$ cat config.mk
export PLATFORM = sky130hd
export DESIGN_NAME = twvp_lane
export DESIGN_NICKNAME = d
export VERILOG_FILES = /design/src/rtl/twvp_pkg.sv /design/src/rtl/twvp_div.sv /design/src/rtl/twvp_lane.sv
export SDC_FILE = /design/constraint.sdc
export NUM_CORES = 2
export LEC_CHECK = 0
export BUFFER_PORTS_ARGS = -buffer_cell sky130_fd_sc_hd__buf_4
export CAP_MARGIN = 20
export CORE_ASPECT_RATIO = 0.6
export CORE_UTILIZATION = 35
export DETAILED_ROUTE_END_ITERATION = 16
export PLACE_DENSITY_LB_ADDON = 0.15
export SYNTH_ARGS = -nofsm -noshare
export SYNTH_HDL_FRONTEND = slang
export SYNTH_SLANG_ARGS = --single-unit
$ cat constraint.sdc
create_clock -name aclk -period 15.35 [get_ports aclk]
set_clock_uncertainty 0.15 [all_clocks]
set_input_delay 0 -clock aclk [delete_from_list [all_inputs] [get_ports aclk]]
set_output_delay 0 -clock aclk [all_outputs]
set_load 0.05 [all_outputs]
$ cat src/rtl/twvp_pkg.sv
// Shared widths, register codes, types and state encodings of the wheel PID core.
package twvp_pkg;

    localparam int NUM_WHEELS = 3;

    localparam int ENC_W  = 32;
    localparam int TGT_W  = 16;
    localparam int LIM_W  = 17;
    localparam int GAIN_W = 10;
    localparam int PER_W  = 16;
    localparam int INT_W  = 48;

    localparam int ERR_W  = ENC_W + 1;
    localparam int PROD_W = ERR_W + GAIN_W + 1;
    localparam int SUM_W  = ((INT_W > PROD_W) ? INT_W : PROD_W) + 1;
    localparam int DRV_W  = SUM_W + 1;
    localparam int CNT_W  = $clog2(SUM_W);

    localparam int CFG_AW = 3;
    localparam int CFG_DW = PER_W;

    // Input word: encoders, then targets, then limits.
    localparam int TGT_OFS  = NUM_WHEELS * ENC_W;
    localparam int LIM_OFS  = TGT_OFS + NUM_WHEELS * TGT_W;
    localparam int S_PAY_W  = LIM_OFS + NUM_WHEELS * LIM_W;
    localparam int S_DATA_W = ((S_PAY_W + 7) / 8) * 8;

    // Output word: drives, then speeds.
    localparam int SPD_OFS  = NUM_WHEELS * LIM_W;
    localparam int M_PAY_W  = SPD_OFS + NUM_WHEELS * ENC_W;
    localparam int M_DATA_W = ((M_PAY_W + 7) / 8) * 8;

    localparam logic [CFG_AW-1:0] REG_KP  = 3'd0;
    localparam logic [CFG_AW-1:0] REG_KD  = 3'd1;
    localparam logic [CFG_AW-1:0] REG_KI  = 3'd2;
    localparam logic [CFG_AW-1:0] REG_KO  = 3'd3;
    localparam logic [CFG_AW-1:0] REG_PER = 3'd4;

    localparam logic [GAIN_W-1:0] KP_RST  = 10'd5;
    localparam logic [GAIN_W-1:0] KD_RST  = 10'd15;
    localparam logic [GAIN_W-1:0] KI_RST  = 10'd0;
    localparam logic [GAIN_W-1:0] KO_RST  = 10'd50;
    localparam logic [PER_W-1:0]  PER_RST = 16'd1000;

    typedef struct packed {
        logic [GAIN_W-1:0] kp;
        logic [GAIN_W-1:0] kd;
        logic [GAIN_W-1:0] ki;
        logic [GAIN_W-1:0] ko;
        logic [PER_W-1:0]  pwm_period;
    } twvp_cfg_t;

    typedef struct packed {
        logic start;
        logic moving;
        logic clear;
    } twvp_lane_ctl_t;

    typedef struct packed {
        logic busy;
        logic speed_nz;
    } twvp_lane_stat_t;

    typedef enum logic [2:0] {
        LN_IDLE,
        LN_MUL,
        LN_SUM,
        LN_LOAD,
        LN_DIV,
        LN_FIN
    } lane_state_t;

    typedef enum logic [1:0] {
        ST_IDLE,
        ST_BUSY,
        ST_WAIT
    } core_state_t;

endpackage

$ cat src/rtl/twvp_div.sv
// Restoring unsigned divider, one quotient bit per cycle.
module twvp_div (
    input  logic                        aclk,
    input  logic                        aresetn,
    input  logic                        start,
    input  logic [twvp_pkg::SUM_W-1:0]  dividend,
    input  logic [twvp_pkg::GAIN_W-1:0] divisor,
    output logic [twvp_pkg::SUM_W-1:0]  quot,
    output logic                        done
);
    import twvp_pkg::*;

    localparam logic [CNT_W-1:0] LAST_STEP = CNT_W'(SUM_W - 1);

    logic              busy_reg, busy_next;
    logic              done_reg, done_next;
    logic [CNT_W-1:0]  cnt_reg, cnt_next;
    logic [SUM_W-1:0]  quot_reg, quot_next;
    logic [GAIN_W-1:0] rem_reg, rem_next;
    logic [GAIN_W-1:0] dvs_reg, dvs_next;

    logic [GAIN_W:0]   trial;
    logic [GAIN_W:0]   diff;
    logic              ge;

    always_comb begin
        trial = {rem_reg, quot_reg[SUM_W-1]};
        diff  = trial - {1'b0, dvs_reg};
        ge    = (trial >= {1'b0, dvs_reg});
    end

    always_comb begin
        busy_next = busy_reg;
        done_next = 1'b0;
        cnt_next  = cnt_reg;
        quot_next = quot_reg;
        rem_next  = rem_reg;
        dvs_next  = dvs_reg;
        if (start) begin
            busy_next = 1'b1;
            cnt_next  = '0;
            quot_next = dividend;
            rem_next  = '0;
            dvs_next  = divisor;
        end else if (busy_reg) begin
            // shift dividend out the top, quotient bit in the bottom
            quot_next = {quot_reg[SUM_W-2:0], ge};
            rem_next  = ge ? diff[GAIN_W-1:0] : trial[GAIN_W-1:0];
            cnt_next  = cnt_reg + 1'b1;
            if (cnt_reg == LAST_STEP) begin
                busy_next = 1'b0;
                done_next = 1'b1;
            end
        end
    end

    always_ff @(posedge aclk) begin
        if (!aresetn) begin
            busy_reg <= 1'b0;
            done_reg <= 1'b0;
            cnt_reg  <= '0;
        end else begin
            busy_reg <= busy_next;
            done_reg <= done_next;
            cnt_reg  <= cnt_next;
        end
    end

    always_ff @(posedge aclk) begin
        quot_reg <= quot_next;
        rem_reg  <= rem_next;
        dvs_reg  <= dvs_next;
    end

    assign quot = quot_reg;
    assign done = done_reg;

    a_done_after_busy: assert property (@(posedge aclk) disable iff (!aresetn)
        done_reg |-> $past(busy_reg))
        else $error("divider done without a running division");

    a_cnt_bound: assert property (@(posedge aclk) disable iff (!aresetn)
        busy_reg |-> (cnt_reg <= LAST_STEP))
        else $error("divider step count out of range");

endmodule

$ cat src/rtl/twvp_lane.sv
// One wheel's velocity PID lane: speed, error terms, division, clamp and anti-windup.
module twvp_lane (
    input  logic                                aclk,
    input  logic                                aresetn,
    input  twvp_pkg::twvp_cfg_t                 cfg,
    input  twvp_pkg::twvp_lane_ctl_t            ctl,
    input  logic signed [twvp_pkg::ENC_W-1:0]   enc,
    input  logic signed [twvp_pkg::TGT_W-1:0]   tgt,
    input  logic signed [twvp_pkg::LIM_W-1:0]   lim,
    output logic signed [twvp_pkg::LIM_W-1:0]   drive,
    output logic signed [twvp_pkg::ENC_W-1:0]   speed,
    output twvp_pkg::twvp_lane_stat_t           stat
);
    import twvp_pkg::*;

    lane_state_t state_reg, state_next;

    // wheel state
    logic signed [ENC_W-1:0] prev_count_reg, prev_count_next;
    logic signed [ENC_W-1:0] prev_speed_reg, prev_speed_next;
    logic signed [INT_W-1:0] integ_reg, integ_next;
    logic signed [LIM_W-1:0] last_drive_reg, last_drive_next;

    // per-tick working values
    logic signed [ERR_W-1:0]  err_reg, dspd_reg;
    logic [PER_W-1:0]         mx_reg;
    logic signed [PROD_W-1:0] p_reg, d_reg, i_reg;
    logic signed [SUM_W-1:0]  sum_reg;
    logic signed [DRV_W-1:0]  drv_reg;

    logic signed [ENC_W-1:0]  spd_new;
    logic signed [ERR_W-1:0]  err_new, dspd_new;
    logic signed [LIM_W:0]    lim_ext;
    logic [LIM_W:0]           lim_mag;
    logic [PER_W-1:0]         mx_new;
    logic signed [SUM_W-1:0]  sum_new;
    logic [SUM_W-1:0]         sum_mag;
    logic signed [DRV_W-1:0]  q_ext, drv_new, mx_ext;
    logic signed [INT_W:0]    isum;
    logic signed [INT_W-1:0]  integ_sat;
    logic [LIM_W-1:0]         ld_mag;

    logic                     div_start, div_done;
    logic [GAIN_W-1:0]        div_dvs;
    logic [SUM_W-1:0]         div_quot;

    always_comb begin
        spd_new  = enc - prev_count_reg;
        err_new  = ERR_W'(tgt) - ERR_W'(spd_new);
        dspd_new = ERR_W'(spd_new) - ERR_W'(prev_speed_reg);
        lim_ext  = (LIM_W+1)'(lim);
        lim_mag  = (lim_ext < 0) ? (LIM_W+1)'(-lim_ext) : (LIM_W+1)'(lim_ext);
        mx_new   = (lim_mag > (LIM_W+1)'(cfg.pwm_period)) ? cfg.pwm_period
                                                          : lim_mag[PER_W-1:0];
        sum_new  = SUM_W'(p_reg) - SUM_W'(d_reg) + SUM_W'(integ_reg);
        sum_mag  = sum_reg[SUM_W-1] ? SUM_W'(-sum_reg) : SUM_W'(sum_reg);
        div_dvs  = (cfg.ko == '0) ? GAIN_W'(1) : cfg.ko;
        q_ext    = $signed({1'b0, div_quot});
        // truncating quotient takes the sign of the sum
        drv_new  = sum_reg[SUM_W-1] ? (DRV_W'(last_drive_reg) - q_ext)
                                    : (DRV_W'(last_drive_reg) + q_ext);
        mx_ext   = $signed({{(DRV_W-PER_W){1'b0}}, mx_reg});
        isum     = (INT_W+1)'(integ_reg) + (INT_W+1)'(i_reg);
        if (isum[INT_W] != isum[INT_W-1]) begin
            integ_sat = isum[INT_W] ? {1'b1, {(INT_W-1){1'b0}}}
                                    : {1'b0, {(INT_W-1){1'b1}}};
        end else begin
            integ_sat = isum[INT_W-1:0];
        end
        ld_mag   = last_drive_reg[LIM_W-1] ? LIM_W'(-last_drive_reg)
                                           : LIM_W'(last_drive_reg);
    end

    twvp_div u_div (
        .aclk     (aclk),
        .aresetn  (aresetn),
        .start    (div_start),
        .dividend (sum_mag),
        .divisor  (div_dvs),
        .quot     (div_quot),
        .done     (div_done)
    );

    // next state
    always_comb begin
        state_next = state_reg;
        case (state_reg)
            LN_IDLE: begin
                if (ctl.start && ctl.moving) state_next = LN_MUL;
            end
            LN_MUL:  state_next = LN_SUM;
            LN_SUM:  state_next = LN_LOAD;
            LN_LOAD: state_next = LN_DIV;
            LN_DIV: begin
                if (div_done) state_next = LN_FIN;
            end
            LN_FIN:  state_next = LN_IDLE;
            default: state_next = LN_IDLE;
        endcase
    end

    // outputs
    always_comb begin
        div_start     = (state_reg == LN_LOAD);
        stat.busy     = (state_reg != LN_IDLE);
        stat.speed_nz = (prev_speed_reg != '0);
    end

    // wheel state update
    always_comb begin
        prev_count_next = prev_count_reg;
        prev_speed_next = prev_speed_reg;
        integ_next      = integ_reg;
        last_drive_next = last_drive_reg;
        case (state_reg)
            LN_IDLE: begin
                if (ctl.start) begin
                    if (ctl.moving) begin
                        prev_count_next = enc;
                        prev_speed_next = spd_new;
                    end else if (ctl.clear) begin
                        prev_count_next = enc;
                        prev_speed_next = '0;
                        integ_next      = '0;
                        last_drive_next = '0;
                    end
                end
            end
            LN_FIN: begin
                if (drv_reg >= mx_ext) begin
                    last_drive_next = LIM_W'(mx_ext);
                end else if (drv_reg <= -mx_ext) begin
                    last_drive_next = LIM_W'(-mx_ext);
                end else begin
                    // integrate only while the drive is unclamped
                    last_drive_next = LIM_W'(drv_reg);
                    integ_next      = integ_sat;
                end
            end
            default: ;
        endcase
    end

    always_ff @(posedge aclk) begin
        if (!aresetn) begin
            state_reg      <= LN_IDLE;
            prev_count_reg <= '0;
            prev_speed_reg <= '0;
            integ_reg      <= '0;
            last_drive_reg <= '0;
        end else begin
            state_reg      <= state_next;
            prev_count_reg <= prev_count_next;
            prev_speed_reg <= prev_speed_next;
            integ_reg      <= integ_next;
            last_drive_reg <= last_drive_next;
        end
    end

    always_ff @(posedge aclk) begin
        case (state_reg)
            LN_IDLE: begin
                err_reg  <= err_new;
                dspd_reg <= dspd_new;
                mx_reg   <= mx_new;
            end
            LN_MUL: begin
                p_reg <= PROD_W'($signed({1'b0, cfg.kp})) * PROD_W'(err_reg);
                d_reg <= PROD_W'($signed({1'b0, cfg.kd})) * PROD_W'(dspd_reg);
                i_reg <= PROD_W'($signed({1'b0, cfg.ki})) * PROD_W'(err_reg);
            end
            LN_SUM: sum_reg <= sum_new;
            LN_DIV: begin
                if (div_done) drv_reg <= drv_new;
            end
            default: ;
        endcase
    end

    assign drive = last_drive_reg;
    assign speed = prev_speed_reg;

    a_drive_in_limit: assert property (@(posedge aclk) disable iff (!aresetn)
        (state_reg == LN_FIN) |=> (ld_mag <= LIM_W'(mx_reg)))
        else $error("lane drive exceeds its limit after clamp");

endmodule

-- Yosys cells after proc, flatten, opt, wreduce, memory -nomap -nowiden
Index checks and enable logic that the tools add are counted.
- add/subtract/negate cells: 13
- multipliers: 3
- order comparisons: 5
- equality and inequality tests: 14
- multiplexer cells: 32
- bitwise gates (word level): 2
- reductions and logical operators: 15
- operator list (cell ; count):
    $mux W48 ; 7
    $mux W49 ; 3
    $mul A11 B33 Y44 ; 3
    $mux W32 ; 4
    $pmux W48 S2 ; 1
    $mux W17 ; 5
    $add A17 B50 Y50 ; 1
    $ge A50 B17 Y1 ; 1
    $le A50 B50 Y1 ; 1
    $mux W50 ; 1
    $neg A16 Y50 ; 1
    $sub A17 B50 Y50 ; 1
    $add A45 B48 Y49 ; 1
    $add A48 B44 Y49 ; 1
    $neg A49 Y49 ; 1
    $sub A44 B44 Y45 ; 1
    $pmux W17 S2 ; 1
    $sub A16 B32 Y33 ; 1
    $sub A32 B32 Y33 ; 1
    $reduce_bool A32 Y1 ; 1
    $sub A32 B32 Y32 ; 1
    $gt A18 B16 Y1 ; 1
    $mux W18 ; 1
    $neg A17 Y18 ; 1
    28 further kinds ; 43
- bits in registers: 522

-- Depth between registers and ports, before layout
- word-level depth: 6
- gate-level depth with buffers: 25

-- Hierarchy
A second synthesis with hierarchy kept.
- cells, all modules: 8048
- area, all modules: 71870.2 sq um
- modules (own cells, without submodules) (module ; instances ; cells each ; area each (sq um) ; sequential area each (sq um)):
    twvp_lane ; 1 ; 7779 ; 68216.7 ; 12041.5
    twvp_div ; 1 ; 269 ; 3653.5 ; 2132.0

-- Worst setup path before layout
Ideal clock, no wire load.
- path kind: register -> register
- start point: reg state_reg[0]
- end point: reg d_reg[0], enable pin
- data arrival time: 10130 ps
- data required time: 14388 ps
- path slack: 4258 ps
- stages on the path, launching flop included: 3
- clock period less this slack: 11092 ps
- cells stage by stage: dfxtp_1 clkbuf_1 nor3b_1
- longest elaborated chain between the ends: 1
- RTL lines (element ; RTL line ; text):
    start: declaration ; twvp_lane.sv:16 ; lane_state_t state_reg, state_next;
    start signal: assignment ; twvp_lane.sv:152 ; state_reg <= state_next;
    $eq A3 B1 Y1 ; twvp_lane.sv:161 ; case (state_reg)
    end signal: assignment ; twvp_lane.sv:169 ; d_reg <= PROD_W'($signed({1'b0, cfg.kd})) * PROD_W'(dspd_reg);
    end: declaration ; twvp_lane.sv:27 ; logic signed [PROD_W-1:0] p_reg, d_reg, i_reg;
Every way passes these cells.
A chain may end at the register's enable or synchronous reset.

-- Final worst setup path
- start point: reg err_reg[9]
- end point: reg i_reg[40] (data pin)
- longest elaborated chain between the ends: 1
- RTL lines (element ; RTL line ; text):
    start: declaration ; twvp_lane.sv:25 ; logic signed [ERR_W-1:0] err_reg, dspd_reg;
    start signal: assignment ; twvp_lane.sv:163 ; err_reg <= err_new;
    $mul A11 B33 Y44 ; twvp_lane.sv:170 ; i_reg <= PROD_W'($signed({1'b0, cfg.ki})) * PROD_W'(err_reg);
    end signal: assignment ; twvp_lane.sv:170 ;
    end: declaration ; twvp_lane.sv:27 ;
Every way passes these cells.

==> flow_summary.toml <==
[critical_path]
worstPathArrival_ps = 8220
crit_chain = "nand2_1, fa_1, inv_1, fa_1, fa_1, fa_1, inv_1, fa_1, inv_1, ha_1, nand4_1, nor2_1, o21ai_0, o211a_1, o21ai_0, a21oi_1, o211a_1, o31a_1, o311ai_0"
crit_fanout = 20
critPathKind = "flip-flop to flip-flop"
r2r_setup_slack_ps = 7420
critical_path.top_delay_family = "adder cells"
critPathBufInv = 3
worstSetupPathDepth = 19
cpPeakStageDelay_ps = 1000
crit_path_end_kind = "flip-flop"
crit_path_start_kind = "flip-flop"
most_used_cell_cp = "sky130_fd_sc_hd__fa_1"
worst_r2r_endpoint = "i_reg[40]"
timing.rr.start = "err_reg[9]"
reg2reg_depth = 19
critPathCapture = "i_reg[40]"
required_time_of_the_critical_path_ps = 15640
crit_path_start = "err_reg[9]"
cp_slowest_cell = "sky130_fd_sc_hd__edfxtp_1"

[route]
detail-route-antenna-nets = 0
drtPass1Iterations = 5
overall_via_count_from_detail_route = 56615
route.detailed.drc = 0
routed_wirelength_mm = 224
initialDrtViolationCount = 4268
drt-vias-per-instance = 5.17
route.detailed.wl_per_inst_um = 20.5

[sta]
time_the_final_worst_path_needs_with_i_o_delays_and_setup_ps = 7930
hold_violations = 0
final-setup-viol-count = 0
fmax_mhz = 126
final_max_slew_viol_count = 0
setup_repair_after_global_routing_missed_its_margin = "no"
tns_ps = 0
tightestPinTransition_ps = 1200
worst_slew_margin_rel_pct = 19.5
fin_crit_sh_pct = 51.7

[min_path]
hp-class = "input port to flip-flop"

[placed_design]
globalplace.congestion = 0.889
postPlaceCellArea_um2 = 75100
port_buffers = 176
dp_hpwl_mm = 180

[clock_tree]
cts_sinks = 522
cts_hold_buf = 211
cts_made_buffers = 68
clock-root-buffer = "sky130_fd_sc_hd__clkbuf_16"
cts-resized-gates = 0
path_clk_slew_ps = 50
cts_tree = "built"
cts-root-to-sink-buffers = 3
h-tree-depth = 3
post_cts_buffers = 0
clock_insertion_delay_worst_skew_ps = 680

[synth]
synth_compound_gate_area_share_pct = 13.2
synthDistinctLibCells = 93
ys_seq_elements = 522
synth-warning-count = 0
synth_area_um2 = 71300
number_of_flops_mapped_to_enable_cells_by_yosys = 372
seq_area_frac_synth_pct = 19.9
synth_fp_nets = 9646
post_synth_inst_count = 7999
post_synth_and_or_nand_nor_area_fraction_pct = 15.7
synth_xor_xnor_area_share_pct = 5.56
yosys_most_used_dff = "sky130_fd_sc_hd__edfxtp_1"
synth_area_leaders = "sky130_fd_sc_hd__fa_1, sky130_fd_sc_hd__edfxtp_1, sky130_fd_sc_hd__ha_1"
synth_mux_area_share_pct = 0.505
synthArstFlopShare_pct = 0
cell_type_contributing_the_most_total_cell_area_after_synthesis = "sky130_fd_sc_hd__fa_1"
syn_avg_cell_area_um2 = 8.92
synth-adder-area-share_pct = 36.1
largest_family_of_logic_cells_by_synthesized_area = "adder cells"
post-synth-top-area-fraction_pct = 25.2

[final_layout]
finish.utilization_pct = 39.6
final_design_area_no_fill_um2 = 79700
post_route_cells_drive_above_1_share_pct = 4.91
largest_register_ff_count = 50
syn_to_final_growth_pct = 11.8
design.final.nets = 9818

[floorplan]
floorplan.core_area_um2 = 201000
i_o_pin_count = 177
die_width_um = 585
effective_utilization_at_floorplan_pct = 35.5
rows = 127
design.die.area_um2 = 206000
chipHeight_um = 352

[global_routing]
maximum_number_of_pins_on_one_net_before_global_route_repair = 88
groute.usage.overall_pct = 22.1
antenna_violations_before_repair = 11
grt_pass1_vias = 57431
grt_pass1_wl_mm = 351
globalRoute.totalOverflow = 0

[run]
cap_viol_max_count = 0

[status]
result_of_the_run = "complete, no violations"
## final cells by class
type / instances / area (um2)
diodes: 6 / 15.0
fillers: 20355 / 121000
well taps: 2709 / 3390
multi-input cells: 5760 / 50800
flip-flops and latches: 522 / 14200
clock buffers: 93 / 1960
repair buffers: 424 / 3720
clock inverters: 33 / 449
inverters: 1395 / 5240
## placed cells by master, fill, tap and decap left out, types with 17 or more instances in the layout
cell type                       instances
sky130_fd_sc_hd__nor2b_1               53
sky130_fd_sc_hd__o21bai_1              45
sky130_fd_sc_hd__inv_1               1393
sky130_fd_sc_hd__nand2b_1              53
sky130_fd_sc_hd__a31oi_1               48
sky130_fd_sc_hd__dlygate4sd3_1        211
sky130_fd_sc_hd__nor3_1                84
sky130_fd_sc_hd__or3_1                 29
sky130_fd_sc_hd__o211ai_1              22
sky130_fd_sc_hd__nand3_1               91
sky130_fd_sc_hd__mux2i_1               18
sky130_fd_sc_hd__o21a_1                62
sky130_fd_sc_hd__fa_1                 897
sky130_fd_sc_hd__nor4_1                46
sky130_fd_sc_hd__and3_1                40
sky130_fd_sc_hd__a21o_1               213
sky130_fd_sc_hd__buf_4                211
sky130_fd_sc_hd__xnor2_1              301
sky130_fd_sc_hd__nor2_1               303
sky130_fd_sc_hd__a21oi_1              419
sky130_fd_sc_hd__clkbuf_16             72
sky130_fd_sc_hd__dfxtp_1              150
sky130_fd_sc_hd__a211oi_1              43
sky130_fd_sc_hd__nand4_1               82
sky130_fd_sc_hd__o21ai_0              306
sky130_fd_sc_hd__a22o_1                41
sky130_fd_sc_hd__xor2_1               152
sky130_fd_sc_hd__and2_1               475
sky130_fd_sc_hd__edfxtp_1             372
sky130_fd_sc_hd__ha_1                 624
sky130_fd_sc_hd__or2_2                 17
sky130_fd_sc_hd__a22oi_1               37
sky130_fd_sc_hd__nand2_1              926
sky130_fd_sc_hd__o31ai_1               35
## per-stage QoR
step	hold WS, ps	setup slack (ps)	std cells
after floorplan	-14.0	4260	7999
final	91.2	7420	10942
after detailed placement	40.2	7690	10597
after global placement	39.2	7580	10596
after CTS	43.1	7640	10934
after global routing	57.5	7060	10937
## worst reg2reg max path, cell delays in order, from the launching register on
cell and delay [ps]:
sky130_fd_sc_hd__edfxtp_1 1000, sky130_fd_sc_hd__nand2_1 220, sky130_fd_sc_hd__fa_1 570, sky130_fd_sc_hd__inv_1 50
sky130_fd_sc_hd__fa_1 550, sky130_fd_sc_hd__fa_1 440, sky130_fd_sc_hd__fa_1 500, sky130_fd_sc_hd__inv_1 50
sky130_fd_sc_hd__fa_1 490, sky130_fd_sc_hd__inv_1 50, sky130_fd_sc_hd__ha_1 390, sky130_fd_sc_hd__nand4_1 260
sky130_fd_sc_hd__nor2_1 150, sky130_fd_sc_hd__o21ai_0 120, sky130_fd_sc_hd__o211a_1 220, sky130_fd_sc_hd__o21ai_0 910
sky130_fd_sc_hd__a21oi_1 450, sky130_fd_sc_hd__o211a_1 420, sky130_fd_sc_hd__o31a_1 320, sky130_fd_sc_hd__o311ai_0 390
## kinds of logic (layout without fill, tap and decap cells)
family,after synthesis,count (layout)
simple gates,2286,2286
buf+inv,1717,1945
fa+ha+maj,1521,1521
compound gates,1466,1466
flops,522,522
xor+xnor,453,453
mux,34,34
other cells,0,6
## metal layers
| layer | GRT usage, % | wire [um] | up-vias |
|---|---|---|---|
| met2 | 30.9 | 86900 | 1679 |
| met3 | 4.11 | 15800 | 185 |
| met5 | 0 | 13 | - |
| li1 | - | - | 26533 |
| met1 | 35.1 | 118000 | 28216 |
| met4 | 3.71 | 3390 | 2 |
## worst min-delay path by stage
stage,start,endpoint,slack (ps),cells past startpoint
global placement,cfg[21],u_div.dvs_reg[5],40,1
detailed placement,cfg[21],u_div.dvs_reg[5],40,1
CTS,cfg[0],mx_reg[0],40,3
global route,cfg[0],mx_reg[0],60,3
floorplan,enc[10],prev_count_reg[10],-10,2
finish,cfg[0],mx_reg[0],90,3
## cell usage after synthesis, types with 152 or more instances
master,count
sky130_fd_sc_hd__inv_1,1393
sky130_fd_sc_hd__nand2_1,927
sky130_fd_sc_hd__fa_1,897
sky130_fd_sc_hd__ha_1,624
sky130_fd_sc_hd__and2_1,475
sky130_fd_sc_hd__a21oi_1,419
sky130_fd_sc_hd__edfxtp_1,372
sky130_fd_sc_hd__clkbuf_1,308
sky130_fd_sc_hd__o21ai_0,307
sky130_fd_sc_hd__nor2_1,303
sky130_fd_sc_hd__xnor2_1,301
sky130_fd_sc_hd__a21o_1,213
sky130_fd_sc_hd__xor2_1,152
Power is left out: the tool's default activity adds up to more than one toggle a clock period on the data nets, which glitch-free logic cannot reach.
